### src/vbrf_pkg.sv
`timescale 1ns / 1ps

package vbrf_pkg;

    localparam int unsigned ROTATE_CCW = 0;

    localparam int unsigned COL_W   = 10;
    localparam int unsigned ROW_W   = 9;
    localparam int unsigned PIX_W   = 16;
    localparam int unsigned IDX_W   = 19;
    localparam int unsigned CFG_W   = 10;
    localparam int unsigned REG_IDX_W = 3;

    localparam logic [ROW_W-1:0] TINT_PART  = 9'd7;
    localparam logic [ROW_W-1:0] KEEP_PART  = 9'd9;
    localparam logic [ROW_W-1:0] TINT_RED   = 9'd5;
    localparam logic [ROW_W-1:0] TINT_GREEN = 9'd10;
    localparam logic [ROW_W-1:0] TINT_BLUE  = 9'd5;

    localparam logic [COL_W-1:0] WIDTH_RESET  = 10'd640;
    localparam logic [ROW_W-1:0] HEIGHT_RESET = 9'd480;

    typedef enum logic [REG_IDX_W-1:0] {
        REG_VEIL_LEFT     = 3'd0,
        REG_VEIL_TOP      = 3'd1,
        REG_VEIL_RIGHT    = 3'd2,
        REG_VEIL_BOTTOM   = 3'd3,
        REG_REGION_LEFT   = 3'd4,
        REG_REGION_TOP    = 3'd5,
        REG_REGION_WIDTH  = 3'd6,
        REG_REGION_HEIGHT = 3'd7
    } t_reg_idx;

    typedef struct packed {
        logic [COL_W-1:0] veil_left;
        logic [ROW_W-1:0] veil_top;
        logic [COL_W-1:0] veil_right;
        logic [ROW_W-1:0] veil_bottom;
        logic [COL_W-1:0] region_left;
        logic [ROW_W-1:0] region_top;
        logic [COL_W-1:0] width;
        logic [ROW_W-1:0] height;
    } t_cfg;

    typedef struct packed {
        logic [PIX_W-1:0] pixel;
        logic [COL_W-1:0] col;
        logic [ROW_W-1:0] row;
    } t_pix_item;

endpackage

### src/vbrf_cfg.sv
`timescale 1ns / 1ps

module vbrf_cfg (
    input  logic                           i_clk,
    input  logic                           i_rst_n,
    input  logic                           i_cfg_we,
    input  logic [vbrf_pkg::REG_IDX_W-1:0] i_cfg_index,
    input  logic [vbrf_pkg::CFG_W-1:0]     i_cfg_data,
    output vbrf_pkg::t_cfg                 o_cfg
);
    import vbrf_pkg::*;

    t_cfg r_cfg;

    always_ff @(posedge i_clk) begin
        if (!i_rst_n) begin
            r_cfg.veil_left   <= '0;
            r_cfg.veil_top    <= '0;
            r_cfg.veil_right  <= '0;
            r_cfg.veil_bottom <= '0;
            r_cfg.region_left <= '0;
            r_cfg.region_top  <= '0;
            r_cfg.width       <= WIDTH_RESET;
            r_cfg.height      <= HEIGHT_RESET;
        end else if (i_cfg_we) begin
            case (t_reg_idx'(i_cfg_index))
                REG_VEIL_LEFT:     r_cfg.veil_left   <= i_cfg_data;
                REG_VEIL_TOP:      r_cfg.veil_top    <= i_cfg_data[ROW_W-1:0];
                REG_VEIL_RIGHT:    r_cfg.veil_right  <= i_cfg_data;
                REG_VEIL_BOTTOM:   r_cfg.veil_bottom <= i_cfg_data[ROW_W-1:0];
                REG_REGION_LEFT:   r_cfg.region_left <= i_cfg_data;
                REG_REGION_TOP:    r_cfg.region_top  <= i_cfg_data[ROW_W-1:0];
                REG_REGION_WIDTH:  r_cfg.width       <= i_cfg_data;
                REG_REGION_HEIGHT: r_cfg.height      <= i_cfg_data[ROW_W-1:0];
                default: ;
            endcase
        end
    end

    // zero size behaves as one
    always_comb begin
        o_cfg = r_cfg;
        if (r_cfg.width == '0) begin
            o_cfg.width = COL_W'(1);
        end
        if (r_cfg.height == '0) begin
            o_cfg.height = ROW_W'(1);
        end
    end

endmodule

### src/vbrf_pos.sv
`timescale 1ns / 1ps

module vbrf_pos (
    input  logic                       i_clk,
    input  logic                       i_rst_n,
    input  vbrf_pkg::t_cfg             i_cfg,
    input  logic                       i_in_valid,
    input  logic [vbrf_pkg::PIX_W-1:0] i_pixel_in,
    output logic                       o_in_stall,
    input  logic                       i_adv,
    output logic                       o_item_valid,
    output vbrf_pkg::t_pix_item        o_item
);
    import vbrf_pkg::*;

    logic [COL_W-1:0] r_col;
    logic [ROW_W-1:0] r_row;
    logic [COL_W-1:0] n_col;
    logic [ROW_W-1:0] n_row;
    logic [COL_W-1:0] col_c;
    logic [ROW_W-1:0] row_c;
    logic             r_valid;
    t_pix_item        r_item;
    logic             take;

    assign o_in_stall   = r_valid && !i_adv;
    assign take         = i_in_valid && !o_in_stall;
    assign o_item_valid = r_valid;
    assign o_item       = r_item;

    always_comb begin
        col_c = (r_col < i_cfg.width)  ? r_col : i_cfg.width - COL_W'(1);
        row_c = (r_row < i_cfg.height) ? r_row : i_cfg.height - ROW_W'(1);
        if ({1'b0, col_c} + 11'd1 >= {1'b0, i_cfg.width}) begin
            n_col = '0;
            n_row = ({1'b0, row_c} + 10'd1 >= {1'b0, i_cfg.height}) ? '0
                                                                   : row_c + ROW_W'(1);
        end else begin
            n_col = col_c + COL_W'(1);
            n_row = row_c;
        end
    end

    always_ff @(posedge i_clk) begin
        if (!i_rst_n) begin
            r_col   <= '0;
            r_row   <= '0;
            r_valid <= 1'b0;
        end else begin
            if (take) begin
                r_col <= n_col;
                r_row <= n_row;
            end
            if (take) begin
                r_valid <= 1'b1;
            end else if (i_adv) begin
                r_valid <= 1'b0;
            end
        end
    end

    always_ff @(posedge i_clk) begin
        if (take) begin
            r_item.pixel <= i_pixel_in;
            r_item.col   <= col_c;
            r_item.row   <= row_c;
        end
    end

endmodule

### src/vbrf_blend.sv
`timescale 1ns / 1ps

module vbrf_blend (
    input  logic                       i_clk,
    input  logic                       i_rst_n,
    input  vbrf_pkg::t_cfg             i_cfg,
    input  logic                       i_item_valid,
    input  vbrf_pkg::t_pix_item        i_item,
    output logic                       o_adv,
    output logic                       o_out_valid,
    input  logic                       i_out_stall,
    output logic [vbrf_pkg::PIX_W-1:0] o_pixel_out,
    output logic [vbrf_pkg::IDX_W-1:0] o_buffer_index,
    output logic                       o_was_veiled,
    output logic                       o_last
);
    import vbrf_pkg::*;

    logic                r_out_valid;
    logic [PIX_W-1:0]    r_pixel;
    logic [IDX_W-1:0]    r_index;
    logic                r_veiled;
    logic                r_last;
    logic                load;

    logic [COL_W:0]      ax;
    logic [ROW_W:0]      ay;
    logic                veiled;
    logic [COL_W-1:0]    mul_a;
    logic [ROW_W-1:0]    add_b;
    logic [IDX_W:0]      prod;
    logic [IDX_W-1:0]    index;
    logic [ROW_W-1:0]    red_s;
    logic [ROW_W:0]      grn_s;
    logic [ROW_W-1:0]    blu_s;
    logic [PIX_W-1:0]    dimmed;
    logic                last;

    assign load  = !r_out_valid || !i_out_stall;
    assign o_adv = load;

    always_comb begin
        ax = {1'b0, i_cfg.region_left} + {1'b0, i_item.col};
        ay = {1'b0, i_cfg.region_top} + {1'b0, i_item.row};
        veiled = (i_cfg.veil_right > i_cfg.veil_left)
              && (ax >= {1'b0, i_cfg.veil_left}) && (ax < {1'b0, i_cfg.veil_right})
              && (ay >= {1'b0, i_cfg.veil_top}) && (ay < {1'b0, i_cfg.veil_bottom});

        if (ROTATE_CCW != 0) begin
            mul_a = i_cfg.width - COL_W'(1) - i_item.col;
            add_b = i_item.row;
        end else begin
            mul_a = i_item.col;
            add_b = i_cfg.height - ROW_W'(1) - i_item.row;
        end
        prod  = (IDX_W+1)'(mul_a) * (IDX_W+1)'(i_cfg.height);
        index = prod[IDX_W-1:0] + IDX_W'(add_b);

        last = (i_item.col == i_cfg.width - COL_W'(1))
            && (i_item.row == i_cfg.height - ROW_W'(1));

        red_s = ROW_W'(i_item.pixel[15:11]) * KEEP_PART + TINT_RED * TINT_PART;
        grn_s = (ROW_W+1)'(i_item.pixel[10:5]) * (ROW_W+1)'(KEEP_PART)
              + (ROW_W+1)'(TINT_GREEN * TINT_PART);
        blu_s = ROW_W'(i_item.pixel[4:0]) * KEEP_PART + TINT_BLUE * TINT_PART;
        dimmed = {red_s[8:4], grn_s[9:4], blu_s[8:4]};
    end

    always_ff @(posedge i_clk) begin
        if (!i_rst_n) begin
            r_out_valid <= 1'b0;
        end else if (load) begin
            r_out_valid <= i_item_valid;
        end
    end

    always_ff @(posedge i_clk) begin
        if (load && i_item_valid) begin
            r_pixel  <= veiled ? dimmed : i_item.pixel;
            r_index  <= index;
            r_veiled <= veiled;
            r_last   <= last;
        end
    end

    assign o_out_valid    = r_out_valid;
    assign o_pixel_out    = r_pixel;
    assign o_buffer_index = r_index;
    assign o_was_veiled   = r_veiled;
    assign o_last         = r_last;

endmodule

### src/veil_blend_rotate_flush.sv
`timescale 1ns / 1ps
// An accepted pixel sits in the input register and then shows on the outputs
// from the result register (holding the blend and index product).
// Throughput: one pixel per cycle; each stage loads whenever the stage after it moves,
// and an output stall holds both stages and the input.
// Reset (synchronous, active low) clears both pipeline valids and the column and
// row counters, and loads the registers with their defaults (640 x 480 region).
module veil_blend_rotate_flush (
    input  logic                           i_clk,
    input  logic                           i_rst_n,
    input  logic                           i_cfg_we,
    input  logic [vbrf_pkg::REG_IDX_W-1:0] i_cfg_index,
    input  logic [vbrf_pkg::CFG_W-1:0]     i_cfg_data,
    input  logic                           i_in_valid,
    output logic                           o_in_stall,
    input  logic [vbrf_pkg::PIX_W-1:0]     i_pixel_in,
    output logic                           o_out_valid,
    input  logic                           i_out_stall,
    output logic [vbrf_pkg::PIX_W-1:0]     o_pixel_out,
    output logic [vbrf_pkg::IDX_W-1:0]     o_buffer_index,
    output logic                           o_was_veiled,
    output logic                           o_last
);
    import vbrf_pkg::*;

    t_cfg      cfg;
    t_pix_item item;
    logic      item_valid;
    logic      adv;

    vbrf_cfg u_cfg (
        .i_clk       (i_clk),
        .i_rst_n     (i_rst_n),
        .i_cfg_we    (i_cfg_we),
        .i_cfg_index (i_cfg_index),
        .i_cfg_data  (i_cfg_data),
        .o_cfg       (cfg)
    );

    vbrf_pos u_pos (
        .i_clk        (i_clk),
        .i_rst_n      (i_rst_n),
        .i_cfg        (cfg),
        .i_in_valid   (i_in_valid),
        .i_pixel_in   (i_pixel_in),
        .o_in_stall   (o_in_stall),
        .i_adv        (adv),
        .o_item_valid (item_valid),
        .o_item       (item)
    );

    vbrf_blend u_blend (
        .i_clk          (i_clk),
        .i_rst_n        (i_rst_n),
        .i_cfg          (cfg),
        .i_item_valid   (item_valid),
        .i_item         (item),
        .o_adv          (adv),
        .o_out_valid    (o_out_valid),
        .i_out_stall    (i_out_stall),
        .o_pixel_out    (o_pixel_out),
        .o_buffer_index (o_buffer_index),
        .o_was_veiled   (o_was_veiled),
        .o_last         (o_last)
    );

endmodule
### config.mk
export PLATFORM = sky130hd
export DESIGN_NAME = veil_blend_rotate_flush
export DESIGN_NICKNAME = d
export VERILOG_FILES = /design/src/vbrf_pkg.sv /design/src/vbrf_cfg.sv /design/src/vbrf_pos.sv /design/src/vbrf_blend.sv /design/src/veil_blend_rotate_flush.sv
export SDC_FILE = /design/constraint.sdc
export NUM_CORES = 1
export LEC_CHECK = 0
export BUFFER_PORTS_ARGS = -buffer_cell sky130_fd_sc_hd__buf_4
export CAP_MARGIN = 10
export CORE_MARGIN = 8
export CORE_UTILIZATION = 55
export DETAILED_ROUTE_END_ITERATION = 7
export PLACE_DENSITY_LB_ADDON = 0.08
export SLEW_MARGIN = 40
export SYNTH_ARGS = -nofsm -noshare
export SYNTH_HDL_FRONTEND = slang
export SYNTH_SLANG_ARGS = --single-unit
### constraint.sdc
create_clock -name i_clk -period 6.85 [get_ports i_clk]
set_clock_uncertainty 0.15 [all_clocks]
set_input_delay 0.685 -clock i_clk [delete_from_list [all_inputs] [get_ports i_clk]]
set_output_delay 0.685 -clock i_clk [all_outputs]
set_load 0.02 [all_outputs]
==> metrics, run 1 <==
status=finished clean; peak supply drop=roughly 150 µV; Worst Hold Depth=1; Synth-to-Final Area Change=10.40%; GPL Wtd Cong=~0.94; Cell Rows=58; Crit Reg-Reg Endpoint=u_blend.o_buffer_index[18]; Fin Setup TNS=0 ns; Netlist cell types=79; Setup crit start=u_cfg.r_cfg[7]; io pins=73; Residual DRC=0; Synth area leader=ha_1; drt pass-1 iters=5; grt ovf=0; Yosys reg bits=between 150 and 200; P_leak=approximately 0.0068 µW; Async S/R FF share, synth=0%; count leader, synth=nand2_1; vias in the first global route=about 11,000; CORE AREA=~25,000 µm²; ys flop type=dfxtp_1; per-cell routed wire length=approximately 18 µm; HP Class=input port to flip-flop; n_diodes=0; yosys warns=0; Cells after Synth=1,559; die footprint=30,970 µm²; CTS clock-pin slew for the worst setup and hold paths=0.08 ns; Worst slew margin=between 50% and 60%; initial core utilization=between 50% and 60%; share of post-route cells with drive strength above 1=a little over a tenth; syn_area_per_cell=9.030 µm²; GRT Util Overall=roughly 23%; capture point of the worst path=u_blend.o_buffer_index[18]; setup ws final=0.4603 ns; Detailed Route WL=roughly 36,000 µm; number of fillers in the final layout=between 2,000 and 2,500; final hold violation count=0; final-report setup violation count=0; Die Ht=roughly 180 µm; largest net degree at the start of global routing=83; number of port buffers=~70; Clk Latency, worst-skew pair=0.44 ns; global-route wire length before repair=56,820 µm; Layout Nets=1,908; R2R depth=21; DIE WIDTH=roughly 180 µm; DR vias/cell=~5.7; reg2reg setup slack=between 0.4 and 0.5 ns; final worst-path cycle share=93.28%; Arrival @ worst endpoint=~6.4 ns; Iter 0 DRT Violations=858; top post-synthesis cells by area=ha_1 (18%), edfxtp_1 (15%), dfxtp_1 (14%); CP max FO=13; max cap viols=0; # hold bufs at CTS=0; fin crit period=approximately 6.4 ns; Critical Path Source Type=flip-flop; fmax=approximately 160 MHz; commonest cells in the netlist=nand2_1 (265), ha_1 (198), inv_1 (164); Setup CP Type=flip-flop to flip-flop; Multi-input gate area=between 9000 and 10,000 µm²; number of antenna violations at the first check in global routing=0; number of flops mapped to enable cells by yosys=72; DP Wirelength=about 27,000 µm; Seq/Total Area, Yosys=29.15%; syn nets=roughly 1,900; CTS tree=yes; Register Area=between 4000 and 5000 µm²; antenna-violating nets left=0; Root Driver=clkbuf_16; area share of the largest cell type after synthesis=roughly 18%; power density over the cells=between 150 and 200 nW/µm²; via count=approximately 11,000; worst r2r src=u_cfg.r_cfg[7]; H-tree depth reported by CTS=4; CTS buffer count=17; WP data required=6.90 ns; Critical Path End Type=flip-flop; final max-slew violation count=0; slew of the pin with the lowest slew margin=0.7236 ns; Max clock buf depth=2; Num Clock Sinks=between 150 and 200; worst slack at placement=0.3453 ns; RSZ-0062 raised after global routing=no; Post-Syn Area=~14,000 µm²
per-stage QoR:
step | util (%) | hold WS (ns) | area [µm²] | power (µW) | std cells
6_report | 61.72 | 0.2630 | 15540 | 3094 | 1954
5_1_grt | 61.72 | 0.2487 | 15540 | 3268 | 1954
4_1_cts | 61.71 | 0.2512 | 15540 | 3111 | 1954
3_5_place_dp | 59.33 | 0.2970 | 14940 | 2109 | 1922
3_3_place_gp | 59.26 | 0.2930 | 14920 | 2092 | 1922
2_1_floorplan | - | 0.2863 | 14080 | 1862 | 1559
kinds of logic (layout without fill, tap and decap cells):
group / Yosys count / in the layout / share of synthesized area (%)
and+or+nand+nor: 495 / 495 / 16.56
xor gates and xnor gates: 89 / 89 / 5.537
muxes: 32 / 32 / 2.435
DFF: 169 / 169 / 29.15
buffers and inverters: 224 / 289 / 6.319
adders and majority gates: 263 / 263 / 26.84
AOI/OAI and AO/OA: 287 / 287 / 13.15
per-layer routing:
layer,track usage (%),share of wire (%)
met2,39.27,48
met3,3.247,4.5
met4,6.005,2.0
met1,30.07,46
met5,0,0
area by class of cell:
type	count	area share, %
clock inverters	15	1.119
repair buffers	92	4.468
well taps	330	2.657
multi-input cells	1166	58.63
flip-flops and latches	169	26.41
inverters	165	3.985
clock buffers	17	2.737
sequential cells by signal (all words and copies together) (netlist names):
register / flops
u_blend.o_last: 1
u_cfg.r_cfg: 19
u_blend.o_was_veiled: 1
u_pos.r_col: 10
u_pos.o_item_valid: 1
u_pos.r_row: 9
u_pos.o_item: 35
u_blend.o_out_valid: 1
u_cfg.o_cfg: 57
u_blend.o_buffer_index: 19
u_blend.o_pixel_out: 16
worst max-delay path: stages (launching register included):
cell and delay [ns]:
dfxtp_1 0.42, or4_4 0.47, nor2_2 0.13, a21o_2 0.30, nand2_1 0.11, fa_1 0.49, inv_1 0.06, fa_1 0.47
ha_1 0.34, fa_1 0.55, inv_1 0.06, fa_1 0.52, inv_1 0.04, ha_1 0.22, or2_2 0.30, o22ai_1 0.17
a211oi_1 0.11, o31ai_1 0.47, o21ai_0 0.21, o21ai_0 0.25, a32oi_1 0.17, xnor2_1 0.15
power breakdown:
group | switching, µW | internal (µW) | leakage (µW)
clock network | 479 | 523 | 0.000293
logic | 520 | 400 | 0.00507
registers | 37.4 | 1130 | 0.00148
worst min path at each step:
stage	slack (ns)	end	start
floorplan	0.29	u_cfg.o_cfg[39]	u_cfg.o_cfg[39]
global placement	0.29	u_cfg.o_cfg[63]	u_cfg.o_cfg[63]
detailed placement	0.30	u_cfg.o_cfg[46]	u_cfg.o_cfg[46]
CTS	0.25	u_pos.o_item[22]	i_pixel_in[3]
global route	0.25	u_pos.o_item[20]	i_pixel_in[1]
finish	0.26	u_pos.o_item[21]	i_pixel_in[2]
placed cells by master, fill, tap and decap left out, drive strengths merged, types with 46 or more instances in the layout:
cell type / count
nand2: 266
ha: 198
inv: 173
a21oi: 127
dfxtp: 97
buf: 92
edfxtp: 72
fa: 65
xnor2: 61
and2: 49
nor2: 46
timing repair:
item	4_1_cts	5_1_grt
setup endpoints to repair	0	2
buffers inserted	0	0
resized for setup	0	1
Power figures use the tool's default switching activity.
==> run 2, diff against run 1 <==
- CELL_PAD_IN_SITES_DETAIL_PLACEMENT: default -> 1
- CELL_PAD_IN_SITES_GLOBAL_PLACEMENT: default -> 2
- CORE_UTILIZATION: 55 -> 40
==> metrics, run 2 (synthesis gave the netlist of run 1 again) <==
Max clock buf depth=2 (unchanged); CTS tree=yes; power density over the cells=196.1 nW/µm² (-1.5%); slew of the pin with the lowest slew margin=0.8187 ns (+0.09502 ns); share of post-route cells with drive strength above 1=10.97% (+0.38 points); number of antenna violations at the first check in global routing=0 (unchanged); setup ws final=0.3543 ns (-0.1060 ns); GRT Util Overall=20.66% (-2.3 points); io pins=73 (unchanged); Setup CP Type=flip-flop to flip-flop; H-tree depth reported by CTS=4 (unchanged); Arrival @ worst endpoint=6.55 ns (+0.11 ns); final-report setup violation count=0 (unchanged); DIE WIDTH=203.6 µm (+16%); Num Clock Sinks=169 (unchanged); Logic pwr share=31.2% (+1.4 points); CP max FO=6 (-7); largest net degree at the start of global routing=84 (+1.2%); worst hold slack=0.2597 ns (-0.003224 ns); most frequent cells in the layout=nand2_1 (265), ha_1 (198), inv_1 (163), a21oi_1 (127), buf_4 (98); number of fillers in the final layout=4,044 (+79%); worst slack at placement=0.3649 ns (+0.01961 ns); Worst path top cell family by delay=adder cells; fin crit period=6.496 ns (+0.1060 ns); Synth-to-Final Area Change=11.60%; Residual DRC=0 (unchanged); # hold bufs at CTS=0 (unchanged); via count=11,253 (+1.9%); reg2reg setup slack=0.35 ns (-0.11 ns); sw frac=34.23% (+0.72 points); global-route wire length before repair=67,120 µm (+18%); max FFs per register=57 (unchanged); HP Class=input port to flip-flop; fin util=45.37% (-16 points); Die Ht=203.6 µm (+16%); Worst slew margin=45.22% (-6.1 points); CP peak stage delay=0.55 ns (about the same); GPL Wtd Cong=0.8755 (-6.4%); CTS buffer count=17 (unchanged); antenna-violating nets left=0 (unchanged); grt ovf=0 (unchanged); design area=15,710 µm² (+1.1%); Critical Path End Type=flip-flop; Clock power frac=30.7% (-1.7 points); most common cell after layout, fill and taps aside=nand2_1; peak supply drop=179.5 µV (+21%); CORE AREA=34,630 µm² (+38%); vias in the first global route=11,866 (+10%); final max-slew violation count=0 (unchanged); CTS clock-pin slew for the worst setup and hold paths=0.07 ns (about the same); final hold violation count=0 (unchanged); per-cell routed wire length=20.04 µm (+9.8%); Iter 0 DRT Violations=488 (-43%); final worst-path cycle share=94.83% (+1.5 points); DR vias/cell=5.392 (-4.6%); post-CTS setup buffer count=0 (unchanged); Layout Nets=1,916 (+0.42%); Psw=1055 µW (+1.7%); Cell Rows=68 (+17%); drt pass-1 iters=4 (-1); Seq pwr share=38.1% (+0.3 points); P_leak=0.006869 µW (+0.28%); number of port buffers=72 (unchanged); crit path buf inv count=6 (+3); internal power=2027 µW (-1.5%); die footprint=41,450 µm² (+34%); initial core utilization=40.65% (-15 points); n_diodes=0 (unchanged); DP Wirelength=32,110 µm (+19%); status=finished clean; Root Driver=clkbuf_16; slowest cell on the critical path=or4_4; Critical Path Source Type=flip-flop; Fin Setup TNS=0 ns (unchanged); WP data required=6.90 ns (about the same); critical path cell sequence=or4_4, nor2_2, a21o_1, nand2_1, fa_1, inv_1, fa_1, inv_1, fa_1, inv_1, fa_1, inv_1, fa_1, inv_1, ha_1, nand3_1, a211oi_1, o31ai_1, buf_4, o21ai_0, o21ai_0, a32oi_1, xnor2_1; Detailed Route WL=41,820 µm (+17%); fmax=153.9 MHz (-1.6%); max cap viols=0 (unchanged); Clk Latency, worst-skew pair=0.45 ns (about the same); RSZ-0062 raised after global routing=no; Placed Area=15,140 µm² (+1.4%)
## run 2: final timing paths
| path | start | endpoint | depth (start not counted) |
|---|---|---|---|
| setup / recovery | u_cfg.r_cfg[4] | u_blend.o_buffer_index[18] | 23 |
| hold / removal | i_pixel_in[14] | u_pos.o_item[33] | 1 |
| setup reg to reg | u_cfg.r_cfg[4] | u_blend.o_buffer_index[18] | 23 |
| hold reg to reg | u_cfg.o_cfg[59] | u_cfg.o_cfg[59] | 2 |
## run 2: routing by layer
metal | GRT usage [%] | up-vias | wire length, µm
met1 | 27.83 | 5586 | 20380
met4 | 4.714 | 0 | 551
met3 | 4.205 | 23 | 1718
met5 | 0 | - | 0
li1 | - | 5477 | -
met2 | 33.70 | 167 | 19170
## run 2: power groups by stage
stage / Combinational (µW) / Clock, µW / Sequential, µW
5_1_grt: 1090 / 1010 / 1180
6_report: 962 / 947 / 1170
3_5_place_dp: 968 / 0 / 1200
4_1_cts: 981 / 975 / 1170
2_1_floorplan: 643 / 0 / 1220
3_3_place_gp: 943 / 0 / 1190
## run 2: cell type report
| class | count | area (µm²) | area share [%] |
|---|---|---|---|
| Timing Repair Buffer | 100 | 752.0 | 4.787 |
| Tap cell | 455 | 569.3 | 3.624 |
| Multi-Input combinational cell | 1166 | 9114 | 58.01 |
| Sequential cell | 169 | 4104 | 26.12 |
| Inverter | 165 | 619.3 | 3.942 |
| Clock inverter | 13 | 108.9 | 0.6929 |
| Clock buffer | 19 | 442.9 | 2.819 |
## run 2: what timing repair did
item	CTS	global route
hold endpoints to repair	0	0
setup endpoints to repair	0	1
resized for setup	0	1
## run 2: per-stage QoR
| stage | instances | total power, µW |
|---|---|---|
| 5_1_grt | 2087 | 3282 |
| 3_3_place_gp | 2054 | 2138 |
| 4_1_cts | 2086 | 3130 |
| 6_report | 2087 | 3081 |
| 2_1_floorplan | 1559 | 1862 |
| 3_5_place_dp | 2054 | 2163 |
